### config.mk
export PLATFORM = sky130hd
export DESIGN_NAME = wfm_conv
export DESIGN_NICKNAME = d
export VERILOG_FILES = /design/src/hdl/wfm_pkg.sv /design/src/hdl/wfm_conv.sv
export SDC_FILE = /design/constraint.sdc
export NUM_CORES = 2
export LEC_CHECK = 0
export ABC_AREA = 1
export BUFFER_PORTS_ARGS = -buffer_cell sky130_fd_sc_hd__buf_2
export CAP_MARGIN = 20
export CORE_UTILIZATION = 30
export DETAILED_ROUTE_END_ITERATION = 10
export REMOVE_ABC_BUFFERS = 1
export SYNTH_ARGS = -nofsm -noshare
export SYNTH_HDL_FRONTEND = slang
export SYNTH_SLANG_ARGS = --single-unit
### constraint.sdc
create_clock -name i_clk -period 4.85 [get_ports i_clk]
set_clock_uncertainty 0.1 [all_clocks]
set_input_delay 0 -clock i_clk [delete_from_list [all_inputs] [get_ports i_clk]]
set_output_delay 0 -clock i_clk [all_outputs]
set_load 0.05 [all_outputs]
### src/hdl/wfm_pkg.sv
`timescale 1ns / 1ps

package wfm_pkg;

    localparam int MAX_WIDTH      = 1024;
    localparam int MAX_HEIGHT     = 1024;
    localparam int COEF_FRAC_BITS = 12;

    localparam int PIX_W   = 8;
    localparam int COEF_W  = 16;
    localparam int TAPS    = 9;
    localparam int COORD_W = 10;
    localparam int SIZE_W  = 11;
    localparam int DATA_W  = 64;
    localparam int COL_W   = $clog2(MAX_WIDTH);
    localparam int ROW_W   = $clog2(MAX_HEIGHT);

    localparam logic [DATA_W-1:0] COEF_WORD_RST = 64'h01C7_01C7_01C7_01C7;
    localparam logic [COEF_W-1:0] COEF_TAP_RST  = 16'h01C7;

    typedef logic [PIX_W-1:0] t_pix;

    // one window column, top row first
    typedef struct packed {
        t_pix top;
        t_pix mid;
        t_pix bot;
    } t_col;

    // row-major 3x3 window, entry 0 top-left
    typedef logic [TAPS-1:0][PIX_W-1:0]  t_win;
    typedef logic [TAPS-1:0][COEF_W-1:0] t_taps;

    typedef enum logic [2:0] {
        CFG_FILTER_MODE  = 3'd0,
        CFG_IMAGE_WIDTH  = 3'd1,
        CFG_IMAGE_HEIGHT = 3'd2,
        CFG_COEF_LOW     = 3'd3,
        CFG_COEF_MID     = 3'd4,
        CFG_COEF_HIGH    = 3'd5
    } t_cfg_idx;

    typedef enum logic {
        MODE_CONVOLVE = 1'b0,
        MODE_MEDIAN   = 1'b1
    } t_mode;

endpackage

### src/hdl/wfm_conv.sv
`timescale 1ns / 1ps

module wfm_conv (
    input  logic                        i_clk,
    input  wfm_pkg::t_win               i_win,
    input  wfm_pkg::t_taps              i_taps,
    output logic [wfm_pkg::PIX_W-1:0]   o_value
);

    localparam int PROD_W = wfm_pkg::PIX_W + 1 + wfm_pkg::COEF_W;
    localparam int PART_W = PROD_W + 2;
    localparam int SUM_W  = PROD_W + 4;
    localparam int Q_W    = SUM_W - wfm_pkg::COEF_FRAC_BITS;

    logic signed [PROD_W-1:0] r_prod [wfm_pkg::TAPS];
    logic signed [PART_W-1:0] r_part [3];
    logic signed [SUM_W-1:0]  n_sum;
    logic        [Q_W-1:0]    n_q;
    logic [wfm_pkg::PIX_W-1:0] n_value;
    logic [wfm_pkg::PIX_W-1:0] r_value;

    always_ff @(posedge i_clk) begin
        for (int k = 0; k < wfm_pkg::TAPS; k++) begin
            r_prod[k] <= $signed({1'b0, i_win[k]}) * $signed(i_taps[k]);
        end
        for (int g = 0; g < 3; g++) begin
            r_part[g] <= PART_W'(r_prod[3*g]) + PART_W'(r_prod[3*g+1])
                       + PART_W'(r_prod[3*g+2]);
        end
        r_value <= n_value;
    end

    always_comb begin
        n_sum = SUM_W'(r_part[0]) + SUM_W'(r_part[1]) + SUM_W'(r_part[2]);
        n_q   = n_sum[SUM_W-1:wfm_pkg::COEF_FRAC_BITS];
        // floor, then clip to the pixel range
        if (n_sum[SUM_W-1]) begin
            n_value = '0;
        end else if (|n_q[Q_W-1:wfm_pkg::PIX_W]) begin
            n_value = '1;
        end else begin
            n_value = n_q[wfm_pkg::PIX_W-1:0];
        end
    end

    assign o_value = r_value;

endmodule

==> flow_summary.ini <==
[sta]
rsz0062_at_grt = false
timing.setup.tns_ns = 0
fin_crit_sh_pct = 93.74
fin_crit_ns = 4.546
finalWorstSetupSlack_ns = 0.3037
slew_viol_final = 0
setup_viol_count_final = 0
worst_pin_slew_ns = 0.4784
max_freq_mhz = 220.0
hold_viol_final = 0
maxSlewHeadroom_pct = 68.00

[floorplanning]
rows = 159
die_h_um = 438.7
ios = 225
start_util_pct = 30.33
die_w_um = 438.7
coreArea_mm2 = 0.1886
fp.dieArea_mm2 = 0.1924

[setup_path]
slowest_delay_ns = 0.55
crit_top_cell = fa_1
cp.arrival_ns = 4.88
crit_required_ns = 5.19
end_kind = flip-flop
cpLargestDelayFamily = adder cells
cp-start-kind = input port
worstSetupPathType = input port to flip-flop
crit_slowest_cell = fa_1
crit_buf_inv = 6
path_cells = dlygate4sd3_1 > buf_2 > buf_4 > nand2_1 > fa_1 > inv_1 > fa_1 > fa_1 > inv_1 > fa_1 > inv_1 > ha_1 > a21o_1 > a31oi_1 > o21ai_0 > a21boi_0 > o21bai_1 > xor2_1
cp_max_fo = 11

[global_routing]
antenna_found_initial = 10
first_global_vias = 46280
grt_max_degree = 17
grt_pass1_wl_um = 231900
grt.total_usage_pct = 14.72
grt_remaining_overflow = 0

[logic_synthesis]
synth-edff-count = 0
synth_seq_cells = 314
seq_area_frac_synth_pct = 10.99
synth_ff_type = dfxtp_1
async_flop_share_pct = 0
ys_types = 44
syn-mean-instance-area_um2 = 7.732
synth_area_mm2 = 0.05720
yosys_warnings = 0
syn-instance-count = 7398

[clock_tree]
h-tree-depth = 2
cts.sinks = 314
ctsResizeCount = 0
insertion_delay_ns = 0.57
cts-root-buf = clkbuf_16
clkTransAtPathRegs_ns = 0.06
numCtsBuffers = 40
clk_path_buf_depth = 3
cts_tree = yes

[place]
routabilityCongestion = 0.8888
port_buffers = 224
dp_worst_setup_slack_ns = 0.2678
placed_area_mm2 = 0.06037
hpwl_um = 121400

[detailed_routing]
viasPerCell = 4.365
drt-total-wl_um = 138800
drc = 0
postRouteAntennaNets = 0
drt_iter0_markers = 2137
avgRoutedWirePerCell_um = 13.95
dr.pass1.iters = 6
vias = 43440

[finish]
n_fill_cell = 19970
area_growth_syn_to_layout_pct = 8.745
postLayoutCellArea_mm2 = 0.06220
nets = 9216
drive_above_1_share_pct = 4.466

[min_path]
hold_class = input port to flip-flop

[job]
cap_violations = 0

[outcome]
outcome = finished, final reports clean
==> Yosys cell counts (26+ instances only) <==
library cell | n | share of area, %
a21oi_1 | 290 | 2.5
nor2_1 | 139 | 0.91
fa_1 | 1022 | 36
nand4_1 | 26 | 0.28
o21ai_0 | 135 | 1.2
ha_1 | 552 | 12
inv_1 | 2258 | 15
clkbuf_2 | 42 | 0.37
xnor2_1 | 113 | 1.7
nand2_1 | 1742 | 11
clkbuf_1 | 246 | 1.6
nor3_1 | 28 | 0.24
dfxtp_1 | 314 | 11
nand3_1 | 145 | 1.3
xor2_1 | 166 | 2.5
==> final cells by class <==
cell class	instances	area, um^2	share of cell area, %
clock inverters	23	296.5	0.4767
clock buffers	50	1121	1.802
inverters	2261	8487	13.64
repair buffers	273	1592	2.559
flip-flops and latches	314	6286	10.11
diodes	2	5.005	0.008046
well taps	2495	3122	5.019
multi-input cells	4535	41290	66.39
==> worst register-to-register path: cells and delay by family, from the launching register on <==
family	cells	cell delay (ns)
and+or+nand+nor	3	0.26
buffers and inverters	1	0.06
AOI/OAI and AO/OA	5	1.16
DFF	1	0.32
adders and majority gates	3	1.17
==> state kept, by name, indices dropped and copies added (netlist names) <==
signal,count
r_prod,225
r_part,81
o_value,8
==> stage by stage <==
step	util [%]	hold slack [ns]	cells
after floorplan	-	-0.006547	7110
after global placement	32.01	0.2560	9837
after detailed placement	32.01	0.2588	9837
after CTS	32.98	0.03341	9951
after global routing	32.98	0.08956	9953
final	32.98	0.06925	9953
==> layout by cell type (no fill, tap or decap), types with 3 or more instances in the layout <==
master | netlist | final
o21bai_1 | 23 | 23
clkbuf_8 | 0 | 4
clkbuf_1 | 246 | 4
nand3_1 | 145 | 145
inv_1 | 2258 | 2258
a21oi_1 | 290 | 290
clkbuf_16 | 0 | 42
buf_4 | 0 | 8
inv_6 | 0 | 3
bufinv_16 | 0 | 5
nor3_1 | 28 | 28
nand3_2 | 4 | 4
xor2_1 | 166 | 166
a31oi_1 | 24 | 24
buf_2 | 0 | 224
a21o_1 | 18 | 18
a21boi_0 | 16 | 16
o21ai_2 | 4 | 4
a211oi_1 | 4 | 4
inv_2 | 3 | 3
o211ai_1 | 8 | 8
nor2_2 | 9 | 9
dlygate4sd3_1 | 0 | 41
nor4_1 | 14 | 14
ha_1 | 552 | 552
xnor2_1 | 113 | 113
nand2_1 | 1742 | 1742
o21ai_0 | 135 | 135
clkinvlp_4 | 0 | 4
nand2_2 | 7 | 7
dfxtp_1 | 314 | 314
o21a_1 | 11 | 11
nor2_1 | 139 | 139
o21ai_1 | 15 | 15
fa_1 | 1022 | 1022
clkinv_2 | 0 | 7
nand4_1 | 26 | 26
==> timing repair <==
item,4_1_cts,5_1_grt
setup buffers,0,0
hold endpoints to repair,32,0
hold buffers,41,0
==> cells by family (layout without fill, tap and decap cells) <==
group,Yosys count,count (layout),synth area share (%)
buf+inv,2549,2607,16.82
flops,314,314,10.99
other cells,0,2,0
fa+ha+maj,1574,1574,47.84
xor+xnor,279,279,4.272
compound gates,557,557,5.357
simple gates,2125,2125,14.72
==> per-layer routing <==
layer | global-route usage (%) | share of wire [%] | vias up
met4 | 2.709 | 1.5 | 6
met3 | 1.136 | 3.2 | 153
met5 | 0 | 0.028 | -
met1 | 19.30 | 45 | 21320
met2 | 26.48 | 50 | 731
li1 | - | - | 21230
==> path summary, 6_finish.rpt <==
path,from,to,slack (ns),cells after the start
worst min register to register,r_prod[0][0]$_DFF_P_,r_part[0][0]$_DFF_P_,0.52,3
worst max register to register,r_prod[2][1]$_DFF_P_,r_part[0][17]$_DFF_P_,1.68,12
worst min-delay path,i_win[65],r_prod[8][2]$_DFF_P_,0.07,5
worst max-delay path,i_win[24],r_prod[3][17]$_DFF_P_,0.30,18
Power is left out: the tool's default activity adds up to more than one toggle a clock period on the data nets, which glitch-free logic cannot reach.
