## config.mk

```make
export PLATFORM = sky130hd
export DESIGN_NAME = wfm_median
export DESIGN_NICKNAME = d
export VERILOG_FILES = /design/src/hdl/wfm_pkg.sv /design/src/hdl/wfm_median.sv
export SDC_FILE = /design/constraint.sdc
export NUM_CORES = 1
export LEC_CHECK = 0
export BUFFER_PORTS_ARGS = -buffer_cell sky130_fd_sc_hd__buf_2
export CAP_MARGIN = 20
export CELL_PAD_IN_SITES_DETAIL_PLACEMENT = 0
export CELL_PAD_IN_SITES_GLOBAL_PLACEMENT = 2
export CORE_UTILIZATION = 34
export CTS_CLUSTER_SIZE = 24
export DETAILED_ROUTE_END_ITERATION = 6
export PLACE_DENSITY_LB_ADDON = 0.05
export SETUP_SLACK_MARGIN = 0.15
export SLEW_MARGIN = 0
export SYNTH_ARGS = -nofsm -noshare
export SYNTH_HDL_FRONTEND = slang
export SYNTH_SLANG_ARGS = --single-unit
```

## constraint.sdc

```tcl
create_clock -name i_clk -period 6 [get_ports i_clk]
set_input_delay 1.2 -clock i_clk [delete_from_list [all_inputs] [get_ports i_clk]]
set_output_delay 1.2 -clock i_clk [all_outputs]
set_load 0.01 [all_outputs]
```

## src/hdl/wfm_pkg.sv

```systemverilog
`timescale 1ns / 1ps

package wfm_pkg;

    localparam int MAX_WIDTH      = 1024;
    localparam int MAX_HEIGHT     = 1024;
    localparam int COEF_FRAC_BITS = 12;

    localparam int PIX_W   = 8;
    localparam int COEF_W  = 16;
    localparam int TAPS    = 9;
    localparam int COORD_W = 10;
    localparam int SIZE_W  = 11;
    localparam int DATA_W  = 64;
    localparam int COL_W   = $clog2(MAX_WIDTH);
    localparam int ROW_W   = $clog2(MAX_HEIGHT);

    localparam logic [DATA_W-1:0] COEF_WORD_RST = 64'h01C7_01C7_01C7_01C7;
    localparam logic [COEF_W-1:0] COEF_TAP_RST  = 16'h01C7;

    typedef logic [PIX_W-1:0] t_pix;

    // one window column, top row first
    typedef struct packed {
        t_pix top;
        t_pix mid;
        t_pix bot;
    } t_col;

    // row-major 3x3 window, entry 0 top-left
    typedef logic [TAPS-1:0][PIX_W-1:0]  t_win;
    typedef logic [TAPS-1:0][COEF_W-1:0] t_taps;

    typedef enum logic [2:0] {
        CFG_FILTER_MODE  = 3'd0,
        CFG_IMAGE_WIDTH  = 3'd1,
        CFG_IMAGE_HEIGHT = 3'd2,
        CFG_COEF_LOW     = 3'd3,
        CFG_COEF_MID     = 3'd4,
        CFG_COEF_HIGH    = 3'd5
    } t_cfg_idx;

    typedef enum logic {
        MODE_CONVOLVE = 1'b0,
        MODE_MEDIAN   = 1'b1
    } t_mode;

endpackage

```

## src/hdl/wfm_median.sv

```systemverilog
`timescale 1ns / 1ps

module wfm_median (
    input  logic                      i_clk,
    input  wfm_pkg::t_win             i_win,
    output logic [wfm_pkg::PIX_W-1:0] o_value
);

    typedef logic [2:0][wfm_pkg::PIX_W-1:0] t_tri;

    // returns {max, med, min}
    function automatic t_tri sort3(input wfm_pkg::t_pix a, input wfm_pkg::t_pix b,
                                   input wfm_pkg::t_pix c);
        wfm_pkg::t_pix x, y, z, t;
        x = a;
        y = b;
        z = c;
        if (x > y) begin
            t = x; x = y; y = t;
        end
        if (y > z) begin
            t = y; y = z; z = t;
        end
        if (x > y) begin
            t = x; x = y; y = t;
        end
        return {z, y, x};
    endfunction

    t_tri          r_row [3];
    t_tri          n_lo_s, n_mid_s, n_hi_s, n_fin;
    wfm_pkg::t_pix r_lo, r_mid, r_hi, r_value;

    always_comb begin
        n_lo_s  = sort3(r_row[0][0], r_row[1][0], r_row[2][0]);
        n_mid_s = sort3(r_row[0][1], r_row[1][1], r_row[2][1]);
        n_hi_s  = sort3(r_row[0][2], r_row[1][2], r_row[2][2]);
        n_fin   = sort3(r_lo, r_mid, r_hi);
    end

    always_ff @(posedge i_clk) begin
        for (int r = 0; r < 3; r++) begin
            r_row[r] <= sort3(i_win[3*r], i_win[3*r+1], i_win[3*r+2]);
        end
        // largest of the row minima, middle of the medians, smallest of the maxima
        r_lo    <= n_lo_s[2];
        r_mid   <= n_mid_s[1];
        r_hi    <= n_hi_s[0];
        r_value <= n_fin[1];
    end

    assign o_value = r_value;

endmodule

```

==> summary.md <==
| Metric | Value |
|---|---|
| RSZ-0062 raised after global routing | `false` |
| Startpoint type of the worst setup path | `input pin` |
| Root buffer selected by CTS | `sky130_fd_sc_hd__clkbuf_16` |
| Number of global-route vias before repair | `8010` |
| Pre-antenna DRT Iters | `7` |
| Initial antenna violation count | `0` |
| Area of all placed cells without fillers | `0.0109 mm^2` |
| Synthesized instance count | `1114` |
| Quantity of I/O buffers inserted on ports | `80` |
| First-pass GRT wire length | `44300 um` |
| WHS Path Cells | `2` |
| Ratio of cells with drive above 1 in the final layout | `24.1%` |
| CP arrival | `5.91 ns` |
| Main area contributors after synthesis | `sky130_fd_sc_hd__dfxtp_1 (22%), sky130_fd_sc_hd__ha_1 (21%), sky130_fd_sc_hd__mux2_2 (7.1%)` |
| # IOs | `81` |
| Number of endpoints failing setup at the final stage | `0` |
| Min-Delay Endpoint | `r_lo[0]` |
| Count of different cell masters after synthesis | `49` |
| Final Hold Fails | `0` |
| Routed via count | `8220` |
| Hold_ws | `0.496 ns` |
| Pin count of the biggest net entering global routing | `27` |
| Dominant cell by count in the synthesized netlist | `sky130_fd_sc_hd__ha_1` |
| Weighted congestion reported at the end of routability-driven placement | `0.825` |
| Core region area | `0.0270 mm^2` |
| Residual DRC count | `0` |
| Number of maximum-capacitance violations | `0` |
| Commonest cells post-synth | `sky130_fd_sc_hd__ha_1 (160), sky130_fd_sc_hd__inv_1 (108), sky130_fd_sc_hd__nand2_1 (108), sky130_fd_sc_hd__dfxtp_1 (104), sky130_fd_sc_hd__nor2_1 (99)` |
| Post-synthesis sequential area ratio | `22.3%` |
| Number of flip-flops and latches in the synthesized netlist | `104` |
| Async set-or-reset flop fraction in the synthesized netlist | `0%` |
| Highest-delay cell along the critical path | `sky130_fd_sc_hd__mux2_2` |
| CTS tree | `done` |
| Die area | `0.0281 mm^2` |
| Flop-to-flop setup slack | `0.62 ns` |
| Max-slew violation count | `0` |
| Start point of the worst hold path | `r_row[0][48]` |
| Number of warning messages in the yosys log | `0` |
| Capture instance of the worst register-to-register path | `o_value[1]` |
| Post-layout min period | `5.67 ns` |
| Max frequency | `176 MHz` |
| Critical Path End Type | `register` |
| Sinks on Clock Net | `104` |
| Mapped cell area | `0.00933 mm^2` |
| Count of nets after finishing | `1467` |
| Number of flops mapped to enable cells by yosys | `0` |
| Worst hold-check path type | `reg -> reg` |
| CP top delay family | `simple AND/OR/NAND/NOR gates` |
| Instance area after placement | `0.0104 mm^2` |
| Setup TNS Final | `0 ns` |
| Post-synthesis average cell area | `8.38 um^2` |
| H-tree depth | `3` |
| Global-route usage over all layers | `20.3%` |
| Highest fanout seen on the critical path | `8` |
| Worst Clk Skew | `0.0139 ns` |
| Startpoint of the worst register-to-register path | `r_mid[7]` |
| Total wire length | `28300 um` |
| Height of the chip | `168 um` |
| CP startpoint | `i_win[57]` |
| Status | `completed` |
| Total buffers and inverters traversed by the critical path | `6` |
| Biggest cell delay along the critical path | `0.37 ns` |
| Detail-routed via count per cell | `5.20` |
| Routed WL per cell | `17.9 um` |
| Buffer depth of the longest clock path | `2` |
| Horizontal die dimension | `168 um` |
| Post-synthesis to final-layout area growth | `16.3%` |
| Startpoint-to-endpoint class of the critical path | `in -> reg` |
| Post-synth top area share | `22.3%` |
| Post-Syn Nets | `1347` |
| CTS clk-pin slew, worst paths | `0.07 ns` |
| Cells on worst reg2reg path | `21` |
| Headroom to the max-slew limit | `44.7%` |
| Antenna diode instance count | `0` |
| Remaining Overflow, GRT | `0` |
| Number of cell rows | `60` |
| Most common cell on crit path | `sky130_fd_sc_hd__ha_1` |
| Final cycle utilization of the critical path | `94.5%` |
| Count of antenna-violating nets left after detailed routing | `0` |
| Transition time of the tightest slew-check pin | `0.807 ns` |
| Starting Density | `34.6%` |
| DPL Wire Length | `23800 um` |
| CTS buffer count | `9` |
| Fraction of the core area covered by cells at the end of the flow | `40.3%` |
| Yosys top cell by area | `sky130_fd_sc_hd__dfxtp_1` |
| DR iter-0 viols | `435` |
| Post-cts hold buffer count | `0` |
| Most frequently used flop master after synthesis | `sky130_fd_sc_hd__dfxtp_1` |
| Data required time at the worst endpoint | `6.24 ns` |
| Clock latency of the later-clocked register in the worst-skew pair | `0.36 ns` |
-- worst max-delay path by stage --
| stage | to | slack (ns) | cells after the start |
|---|---|---|---|
| after floorplan | r_row[0][10] | 0.16 | 24 |
| final | r_row[0][61] | 0.33 | 25 |
| after CTS | r_row[0][24] | 0.33 | 25 |
| after global routing | r_row[0][60] | 0.10 | 26 |
| after detailed placement | r_row[0][60] | 0.004 | 24 |
| after global placement | r_row[0][24] | -0.05 | 23 |
-- placed cells by master (no fill, tap or decap), types with 3 or more instances in the layout --
cell and instances:
sky130_fd_sc_hd__nor2_4 4, sky130_fd_sc_hd__o221a_2 33, sky130_fd_sc_hd__a21oi_2 7, sky130_fd_sc_hd__mux2_2 58, sky130_fd_sc_hd__o21ai_0 79, sky130_fd_sc_hd__o221a_1 8
sky130_fd_sc_hd__or2_2 8, sky130_fd_sc_hd__nand3_1 12, sky130_fd_sc_hd__buf_2 80, sky130_fd_sc_hd__a21o_1 9, sky130_fd_sc_hd__o211ai_1 13, sky130_fd_sc_hd__nor3_2 3
sky130_fd_sc_hd__a21oi_1 73, sky130_fd_sc_hd__o22ai_1 35, sky130_fd_sc_hd__nor2b_1 21, sky130_fd_sc_hd__nor2_1 96, sky130_fd_sc_hd__o21a_1 4, sky130_fd_sc_hd__buf_6 4
sky130_fd_sc_hd__a211oi_1 5, sky130_fd_sc_hd__nand4_1 40, sky130_fd_sc_hd__clkbuf_16 9, sky130_fd_sc_hd__nand2_1 108, sky130_fd_sc_hd__buf_4 53, sky130_fd_sc_hd__inv_6 3
sky130_fd_sc_hd__o31ai_4 4, sky130_fd_sc_hd__a211oi_2 3, sky130_fd_sc_hd__dfxtp_1 104, sky130_fd_sc_hd__mux2i_2 6, sky130_fd_sc_hd__mux2i_1 47, sky130_fd_sc_hd__o22ai_2 4
sky130_fd_sc_hd__inv_1 108, sky130_fd_sc_hd__ha_1 159, sky130_fd_sc_hd__nand2b_1 6
-- worst reg2reg max path, cell delays in order (launching register included) --
cell                       delay (ns)
sky130_fd_sc_hd__dfxtp_1         0.42
sky130_fd_sc_hd__inv_1           0.08
sky130_fd_sc_hd__ha_1            0.29
sky130_fd_sc_hd__nand4_1         0.12
sky130_fd_sc_hd__or2_2           0.35
sky130_fd_sc_hd__o31ai_4         0.06
sky130_fd_sc_hd__buf_4           0.31
sky130_fd_sc_hd__mux2_2          0.40
sky130_fd_sc_hd__ha_1            0.33
sky130_fd_sc_hd__nand4_1         0.12
sky130_fd_sc_hd__or2_2           0.35
sky130_fd_sc_hd__a21oi_4         0.36
sky130_fd_sc_hd__mux2i_1         0.27
sky130_fd_sc_hd__ha_1            0.29
sky130_fd_sc_hd__a211o_1         0.31
sky130_fd_sc_hd__a21oi_1         0.15
sky130_fd_sc_hd__a31oi_2         0.13
sky130_fd_sc_hd__a211oi_1        0.24
sky130_fd_sc_hd__mux2i_1         0.23
sky130_fd_sc_hd__buf_4           0.21
sky130_fd_sc_hd__o22ai_1         0.18
sky130_fd_sc_hd__nor2_1          0.07
-- flip-flops by register name, indices dropped and copies added (netlist names) --
name and cells:
r_hi 8, o_value 8, r_row 72, r_lo 8
r_mid 8
-- routing by layer --
layer / wire (um) / global-route usage, % / vias to the layer above
li1: - / - / 4297
met1: 14700 / 28.7 / 3798
met2: 12700 / 33.0 / 108
met3: 659 / 2.77 / 17
met4: 221 / 3.55 / 0
met5: 0 / 0 / -
-- cell families (layout without fill, tap and decap cells) --
family	Yosys count	count (layout)	synth area share, %
AO/OA/AOI/OAI	292	292	21.8
adder cells (fa/ha/maj)	160	160	21.4
buffers and inverters	136	261	5.91
flip-flops	104	104	22.3
multiplexers	114	114	13.3
AND/OR/NAND/NOR	308	308	15.2
-- per-stage QoR --
step           worst slack (ns)  instances
2_1_floorplan             0.156       1114
3_3_place_gp            -0.0521       1556
3_5_place_dp            0.00442       1556
4_1_cts                   0.334       1572
5_1_grt                   0.102       1580
6_report                  0.330       1580
-- timing repair --
| action | 4_1_cts | 5_1_grt |
|---|---|---|
| setup endpoints to repair | 0 | 32 |
| buffers inserted | 0 | 8 |
| hold endpoints to repair | 0 | 0 |
| resized for setup | 0 | 26 |
-- final cells by class --
| type | count | area [um^2] |
|---|---|---|
| multi-input cells | 874 | 6810 |
| flip-flops and latches | 104 | 2080 |
| fillers | 2785 | 16100 |
| inverters | 108 | 405 |
| clock buffers | 10 | 229 |
| well taps | 341 | 427 |
| clock inverters | 6 | 57.6 |
| repair buffers | 137 | 843 |
Power is not shown: default switching activity piles up to over one toggle a cycle in this logic, so the estimate is an artifact.
