## src/hdl/wfm_pkg.sv

```systemverilog
`timescale 1ns / 1ps

package wfm_pkg;

    localparam int MAX_WIDTH      = 1024;
    localparam int MAX_HEIGHT     = 1024;
    localparam int COEF_FRAC_BITS = 12;

    localparam int PIX_W   = 8;
    localparam int COEF_W  = 16;
    localparam int TAPS    = 9;
    localparam int COORD_W = 10;
    localparam int SIZE_W  = 11;
    localparam int DATA_W  = 64;
    localparam int COL_W   = $clog2(MAX_WIDTH);
    localparam int ROW_W   = $clog2(MAX_HEIGHT);

    localparam logic [DATA_W-1:0] COEF_WORD_RST = 64'h01C7_01C7_01C7_01C7;
    localparam logic [COEF_W-1:0] COEF_TAP_RST  = 16'h01C7;

    typedef logic [PIX_W-1:0] t_pix;

    // one window column, top row first
    typedef struct packed {
        t_pix top;
        t_pix mid;
        t_pix bot;
    } t_col;

    // row-major 3x3 window, entry 0 top-left
    typedef logic [TAPS-1:0][PIX_W-1:0]  t_win;
    typedef logic [TAPS-1:0][COEF_W-1:0] t_taps;

    typedef enum logic [2:0] {
        CFG_FILTER_MODE  = 3'd0,
        CFG_IMAGE_WIDTH  = 3'd1,
        CFG_IMAGE_HEIGHT = 3'd2,
        CFG_COEF_LOW     = 3'd3,
        CFG_COEF_MID     = 3'd4,
        CFG_COEF_HIGH    = 3'd5
    } t_cfg_idx;

    typedef enum logic {
        MODE_CONVOLVE = 1'b0,
        MODE_MEDIAN   = 1'b1
    } t_mode;

endpackage

```

## src/hdl/wfm_col_cell.sv

```systemverilog
`timescale 1ns / 1ps

module wfm_col_cell (
    input  logic          i_clk,
    input  logic          i_rst_n,
    input  logic          i_shift,
    input  wfm_pkg::t_col i_col,
    output wfm_pkg::t_col o_col
);

    wfm_pkg::t_col r_col;

    always_ff @(posedge i_clk) begin
        if (!i_rst_n) begin
            r_col <= '0;
        end else if (i_shift) begin
            r_col <= i_col;
        end
    end

    assign o_col = r_col;

endmodule

```

## config.mk

```make
export PLATFORM = sky130hd
export DESIGN_NAME = wfm_col_cell
export DESIGN_NICKNAME = d
export VERILOG_FILES = /design/src/hdl/wfm_pkg.sv /design/src/hdl/wfm_col_cell.sv
export SDC_FILE = /design/constraint.sdc
export NUM_CORES = 1
export LEC_CHECK = 0
export BUFFER_PORTS_ARGS = -buffer_cell sky130_fd_sc_hd__buf_4
export CELL_PAD_IN_SITES_DETAIL_PLACEMENT = 0
export CELL_PAD_IN_SITES_GLOBAL_PLACEMENT = 2
export CORE_MARGIN = 2
export CORE_UTILIZATION = 27
export DETAILED_ROUTE_END_ITERATION = 16
export PLACE_DENSITY = 0.85
export SLEW_MARGIN = 15
export SYNTH_ARGS = -nofsm -noshare
export SYNTH_HDL_FRONTEND = slang
export SYNTH_SLANG_ARGS = --single-unit
```

## constraint.sdc

```tcl
create_clock -name i_clk -period 1.8 [get_ports i_clk]
set_input_delay 0 -clock i_clk [delete_from_list [all_inputs] [get_ports i_clk]]
set_output_delay 0 -clock i_clk [all_outputs]
set_load 0.03 [all_outputs]
```

==> impl_results.rst, run 1 <==
.. list-table::
   :header-rows: 1

   * - Metric
     - Value
   * - Result of the run
     - complete, no violations
   * - Pint
     - 0.000787 W
   * - Largest net degree at the start of global routing
     - 25
   * - Number of CTS-inserted buffers
     - 3
   * - P_leak
     - 0.746 nW
   * - Hold_buf cts
     - 24
   * - Ratio of total power to cell area
     - 689 nW/um^2
   * - Fraction of the yosys area taken by sequential cells
     - 0.517
   * - CTS tree
     - yes
   * - Hold slack final
     - 47.3 ps
   * - Depth of the worst register-to-register path
     - 2
   * - Min-Delay Path Depth
     - 2
   * - Largest vdd supply drop
     - 295 uV
   * - Post-layout util
     - 0.473
   * - Port buffer count
     - 50
   * - Initial antenna violation count
     - 0
   * - Footprint of the multi-input gates
     - 390 um^2
   * - Leading cell type in the layout, fill and taps excluded
     - sky130_fd_sc_hd__buf_4
   * - Transition time at the pin with the least slew margin
     - 400 ps
   * - Logic pwr share
     - 0.252
   * - Clock Skew
     - 0 ps
   * - Count of filler cells inserted in the layout
     - 330
   * - Top-level port count
     - 51
   * - Drt wl/cell
     - 11.1 um
   * - Hold Path Class
     - in -> reg
   * - Number of gates resized after cts
     - 0
   * - Total power after layout
     - 0.00108 W
   * - TritonRoute pass-1 iters
     - 2
   * - Number of levels in the clock H-tree
     - 1
   * - Total wire length after detailed routing
     - 2170 um
   * - Summed negative setup slack over all endpoints
     - 0 ps
   * - Maximum operating frequency
     - 1.18 GHz
   * - Antenna-violating nets left
     - 0
   * - Number of synthesized register bits
     - 24
   * - Synth Net Count
     - 104
   * - Syn Inst Count
     - 77
   * - Placer Congestion
     - 0.647
   * - Switching Power
     - 0.000293 W
   * - DRC marker count from the first detailed-route iteration
     - 10
   * - Worst Hold Endpoint
     - o_col[17]
   * - Arrival time of data at the critical path endpoint
     - 840 ps
   * - CTS root buf
     - sky130_fd_sc_hd__clkbuf_4
   * - Number of remaining DRC errors
     - 0
   * - Delay of the slowest critical-path stage
     - 370 ps
   * - Area overhead of the layout relative to synthesis
     - 68.5%
   * - CP max stage cell
     - sky130_fd_sc_hd__dfxtp_1
   * - Number of max-slew violations in the final report
     - 0
   * - Overall die area
     - 3930 um^2
   * - Crit path max fanout
     - 2
   * - Post-CTS Setup Repair Bufs
     - 0
   * - Post-layout nets
     - 178
   * - Die height
     - 62.7 um
   * - Min cycle time layout
     - 844 ps
   * - Sink Count
     - 24
   * - Critical path, cell by cell
     - buf_4
   * - DIE WIDTH
     - 62.7 um
   * - Share of total power consumed by net switching
     - 0.271
   * - Diodes inserted
     - 0
   * - Endpoint of the worst-slack reg-to-reg timing path
     - o_col[9]
   * - Clock Latency Late Sink
     - 300 ps
   * - Origin of the critical flop-to-flop path
     - o_col[9]
   * - Synthesized area per cell
     - 12.1 um^2
   * - Number of buffer and inverter instances along the worst setup path
     - 1
   * - Remaining Overflow, GRT
     - 0
   * - Clock network fraction of total power
     - 0.211
   * - Slew HR
     - 0.733
   * - First-pass GRT wire length
     - 3490 um
   * - Source of the worst hold timing path
     - i_rst_n
   * - Count of max-cap constraint violations
     - 0
   * - Type of the worst setup path
     - reg -> out
   * - Startpoint kind of the worst setup timing path
     - flip-flop
   * - Total count of hold-check failures in the final report
     - 0
   * - DP HPWL
     - 1350 um
   * - Standard-cell rows
     - 21
   * - Nature of the critical path endpoint
     - primary output
   * - Register-to-register setup slack
     - 1160 ps
   * - Layout cells sized above 1
     - 0.356
   * - Overall track demand over capacity in global routing
     - 0.112
   * - Crit-path leading delay family
     - flip-flops
   * - Clock slew at reported path FFs
     - 120 ps
   * - Via total after detailed routing
     - 775
   * - Initial core utilization
     - 0.281
   * - Clock Tree Buf Depth
     - 2
   * - YS warnings
     - 0
   * - Std-Cell Core Area
     - 3310 um^2
   * - Number of global-route vias before repair
     - 800
   * - Mapped Area
     - 930 um^2
   * - Sequential group share of total power
     - 0.537
   * - Final setup vio count
     - 0
   * - RSZ-0062 raised after global routing
     - no
   * - Number of distinct library cells after synthesis
     - 6
   * - Detailed-route vias per instance
     - 3.97
   * - Post-route setup slack
     - 956 ps
   * - Final Cycle Share
     - 0.469
   * - Most used cells in the layout excluding fill and tap cells
     - sky130_fd_sc_hd__buf_4, sky130_fd_sc_hd__mux2i_1, sky130_fd_sc_hd__nor2b_1, sky130_fd_sc_hd__dlygate4sd3_1, sky130_fd_sc_hd__dfxtp_1
   * - Flip-flop count of the largest register after layout
     - 24
   * - Register Area
     - 480 um^2
   * - Post-placement worst setup slack
     - 1000 ps
   * - Required time at the endpoint of the critical path
     - 1800 ps
cell usage after synthesis:
| library cell | n | share of area |
|---|---|---|
| sky130_fd_sc_hd__buf_12 | 2 | 0.043 |
| sky130_fd_sc_hd__nor2b_1 | 24 | 0.16 |
| sky130_fd_sc_hd__buf_6 | 1 | 0.012 |
| sky130_fd_sc_hd__dfxtp_1 | 24 | 0.52 |
| sky130_fd_sc_hd__mux2i_1 | 24 | 0.26 |
| sky130_fd_sc_hd__clkbuf_1 | 2 | 0.0081 |
metal layers:
layer | vias up | global-route usage | wire, um
li1 | 398 | - | -
met1 | 344 | 0.119 | 868
met2 | 33 | 0.211 | 1140
met3 | 0 | 0.0360 | 158
met4 | 0 | 0.0333 | 0
met5 | - | 0 | 0
power by group through the flow:
stage          clock (W)  combinational [W]  sequential, W
2_1_floorplan          0          0.0000783       0.000652
5_1_grt         0.000264           0.000293       0.000583
3_5_place_dp           0           0.000233       0.000590
6_report        0.000228           0.000272       0.000580
3_3_place_gp           0           0.000229       0.000591
4_1_cts         0.000240           0.000274       0.000579
final cells by class:
type | instances | share of cell area
timing repair buffer | 74 | 0.393
sequential | 24 | 0.307
multi-input combinational | 48 | 0.249
tap | 46 | 0.0367
clock buffer | 3 | 0.0144
through the flow:
step	area [um^2]	cells
CTS	1570	195
detailed placement	1300	168
floorplan	930	77
global route	1570	195
global placement	1300	168
finish	1570	195
kinds of logic (layout without fill, tap and decap cells):
group | Yosys count | after routing | share of synthesized area
flip-flops | 24 | 24 | 0.517
multiplexers | 24 | 24 | 0.258
AND/OR/NAND/NOR | 24 | 24 | 0.162
buffers and inverters | 5 | 77 | 0.0633
worst max-delay path by stage:
| stage | startpoint | to | depth (start not counted) |
|---|---|---|---|
| final | o_col[18] | o_col[18] | 1 |
| after global routing | o_col[11] | o_col[11] | 1 |
| after CTS | o_col[16] | o_col[16] | 1 |
| after detailed placement | i_shift | o_col[22] | 3 |
| after global placement | i_shift | o_col[10] | 3 |
| after floorplan | o_col[0] | o_col[0] | 2 |
Power figures use the tool's default switching activity.
==> run 2: changes to the inputs <==
--- a/config.mk
+++ b/config.mk
@@ -9,9 +9,9 @@
 export CELL_PAD_IN_SITES_DETAIL_PLACEMENT = 0
 export CELL_PAD_IN_SITES_GLOBAL_PLACEMENT = 2
 export CORE_MARGIN = 2
-export CORE_UTILIZATION = 27
+export CORE_UTILIZATION = 25
 export DETAILED_ROUTE_END_ITERATION = 16
-export PLACE_DENSITY = 0.85
+export PLACE_DENSITY = 0.79
 export SLEW_MARGIN = 15
 export SYNTH_ARGS = -nofsm -noshare
 export SYNTH_HDL_FRONTEND = slang
==> constraint.sdc (replaced) <==
create_clock -name i_clk -period 0.8 [get_ports i_clk]
set_input_delay 0 -clock i_clk [delete_from_list [all_inputs] [get_ports i_clk]]
set_output_delay 0 -clock i_clk [all_outputs]
set_load 0.03 [all_outputs]
==> run 2 against run 1 <==
  * Count of clock-buffer cells in the layout stayed put
  * Register-to-register slack lost 990 ps
  * Flip-flop and latch count is the same
  * Final area is 0.48% higher
  * Clock skew unchanged
  * Largest power group unchanged
==> impl_results.rst, run 2 (synthesis gave the netlist of run 1 again) <==
.. list-table::
   :header-rows: 1

   * - Metric
     - Value
   * - Top-level port count
     - 51 (unchanged)
   * - Diodes inserted
     - 0 (unchanged)
   * - Die height
     - 65.0 um (+3.7%)
   * - Number of buffer and inverter instances along the worst setup path
     - 1 (unchanged)
   * - Number of max-slew violations in the final report
     - 0 (unchanged)
   * - Hold Path Class
     - in -> reg
   * - Count of filler cells inserted in the layout
     - 358 (+8.5%)
   * - CTS tree
     - yes
   * - First-pass GRT wire length
     - 3460 um (-1.0%)
   * - Min cycle time layout
     - 761 ps
   * - Result of the run
     - complete, no violations
   * - Largest net degree at the start of global routing
     - 25 (unchanged)
   * - Standard-cell rows
     - 22 (+4.8%)
   * - Slew HR
     - 0.891 (+0.158)
   * - Number of global-route vias before repair
     - 778 (-2.8%)
   * - Number of CTS-inserted buffers
     - 3 (unchanged)
   * - DP HPWL
     - 1470 um (+9.1%)
   * - Detailed-route vias per instance
     - 4.04 (+1.7%)
   * - Number of remaining DRC errors
     - 0 (unchanged)
   * - DRC marker count from the first detailed-route iteration
     - 17 (+7)
   * - Source of the worst hold timing path
     - i_col[7]
   * - Crit-path leading delay family
     - flip-flops
   * - P_leak
     - 0.740 nW (-0.76%)
   * - Layout cells sized above 1
     - 0.457 (+0.101)
   * - Hold slack final
     - 2.28 ps (-45.0 ps)
   * - Placer Congestion
     - 0.628 (-3.0%)
   * - Ratio of total power to cell area
     - 1650 nW/um^2 (+140%)
   * - Clock Tree Buf Depth
     - 2 (unchanged)
   * - Startpoint kind of the worst setup timing path
     - flip-flop
   * - Crit path max fanout
     - 2 (unchanged)
   * - RSZ-0062 raised after global routing
     - no
   * - Sink Count
     - 24 (unchanged)
   * - Required time at the endpoint of the critical path
     - 800 ps (-1000 ps)
   * - Switching Power
     - 0.000663 W (+130%)
   * - Summed negative setup slack over all endpoints
     - 0 ps (unchanged)
   * - TritonRoute pass-1 iters
     - 3 (+1)
   * - Clock Latency Late Sink
     - 260 ps (-40 ps)
   * - Post-layout nets
     - 169 (-5.1%)
   * - Critical path, cell by cell
     - buf_4
   * - Antenna-violating nets left
     - 0 (unchanged)
   * - Overall track demand over capacity in global routing
     - 0.104 (-0.00800)
   * - Delay of the slowest critical-path stage
     - 340 ps (-30 ps)
   * - Number of levels in the clock H-tree
     - 1 (unchanged)
   * - Clock Skew
     - 0 ps (unchanged)
   * - CP max stage cell
     - sky130_fd_sc_hd__dfxtp_1
   * - Remaining Overflow, GRT
     - 0 (unchanged)
   * - Share of total power consumed by net switching
     - 0.255 (-0.0164)
   * - Origin of the critical flop-to-flop path
     - o_col[5]
   * - Endpoint of the worst-slack reg-to-reg timing path
     - o_col[5]
   * - Leading cell type in the layout, fill and taps excluded
     - sky130_fd_sc_hd__buf_4
   * - Clock slew at reported path FFs
     - 80 ps (-40 ps)
   * - Total count of hold-check failures in the final report
     - 0 (unchanged)
   * - DIE WIDTH
     - 65.0 um (+3.7%)
   * - Largest vdd supply drop
     - 639 uV (+120%)
   * - Initial core utilization
     - 0.258 (-0.0230)
   * - Drt wl/cell
     - 11.0 um (-1.2%)
   * - Depth of the worst register-to-register path
     - 2 (unchanged)
   * - Sequential group share of total power
     - 0.505 (-0.032)
   * - Total wire length after detailed routing
     - 2070 um (-4.8%)
   * - Arrival time of data at the critical path endpoint
     - 760 ps (-80 ps)
   * - Most used cells in the layout excluding fill and tap cells
     - sky130_fd_sc_hd__buf_4, sky130_fd_sc_hd__mux2i_1, sky130_fd_sc_hd__nor2b_1, sky130_fd_sc_hd__dfxtp_1, sky130_fd_sc_hd__dlygate4sd3_1
   * - Final Cycle Share
     - 0.952
   * - Count of max-cap constraint violations
     - 0 (unchanged)
   * - Type of the worst setup path
     - reg -> out
   * - Area overhead of the layout relative to synthesis
     - 69.3%
   * - Worst Hold Endpoint
     - o_col[7]
   * - Flip-flop count of the largest register after layout
     - 24 (unchanged)
   * - Clock network fraction of total power
     - 0.260 (+0.049)
   * - Register-to-register setup slack
     - 170 ps (-990 ps)
   * - Logic pwr share
     - 0.235 (-0.017)
   * - Min-Delay Path Depth
     - 3 (+1)
   * - CTS root buf
     - sky130_fd_sc_hd__clkbuf_8
   * - Std-Cell Core Area
     - 3610 um^2 (+8.9%)
   * - Via total after detailed routing
     - 760 (-1.9%)
   * - Nature of the critical path endpoint
     - primary output
   * - Transition time at the pin with the least slew margin
     - 159 ps (-242 ps)
   * - Maximum operating frequency
     - 1.31 GHz
   * - Overall die area
     - 4220 um^2 (+7.5%)
   * - Initial antenna violation count
     - 0 (unchanged)
   * - Port buffer count
     - 50 (unchanged)
   * - Pint
     - 0.00194 W (+150%)
   * - Final setup vio count
     - 0 (unchanged)
[run 2: worst max path at each step]
stage              from   endpoint  slack, ps  cells past startpoint
6_report       o_col[0]   o_col[0]         40                      1
5_1_grt        o_col[8]   o_col[8]        0.8                      1
4_1_cts        o_col[6]   o_col[6]         10                      1
3_5_place_dp    i_shift  o_col[13]        140                      4
3_3_place_gp    i_shift  o_col[12]        170                      4
2_1_floorplan  o_col[0]   o_col[0]         50                      2
[run 2: layout make-up]
| cell class | instances | area [um^2] | area share |
|---|---|---|---|
| clock buffers | 3 | 41.3 | 0.0262 |
| multi-input cells | 48 | 390 | 0.248 |
| flip-flops and latches | 24 | 492 | 0.312 |
| well taps | 48 | 60.1 | 0.0382 |
| repair buffers | 65 | 591 | 0.375 |
[run 2: per-layer routing]
layer  track usage  up-vias  part of all wire
li1              -      378                 -
met1         0.120      338              0.42
met3        0.0313        2              0.10
met4        0.0399        0            0.0077
met2         0.180       42              0.46
met5             0        -                 0
[run 2: timing repair]
item / CTS / global route
hold endpoints to repair: 13 / 0
hold buffers: 13 / 0
endpoints found under the setup margin: 0 / 15
setup buffers: 0 / 0
resized for setup: 0 / 21
[run 2: power by group through the flow]
stage	clock, W	sequential, W	combinational [W]
floorplan	0	0.00147	0.000176
global placement	0	0.00133	0.000541
detailed placement	0	0.00133	0.000548
CTS	0.000727	0.00130	0.000597
global route	0.000790	0.00133	0.000655
finish	0.000677	0.00132	0.000611
[run 2: through the flow]
step                       util  instances  setup WS (ps)  power, W  instance area, um^2
after floorplan               -         77           48.5   0.00164                  930
after global placement    0.373        172            167   0.00187                 1350
after detailed placement  0.373        172            138   0.00188                 1350
after CTS                 0.421        188           10.9   0.00263                 1520
after global routing      0.437        188          0.826   0.00277                 1570
final                     0.437        188           38.6   0.00260                 1570
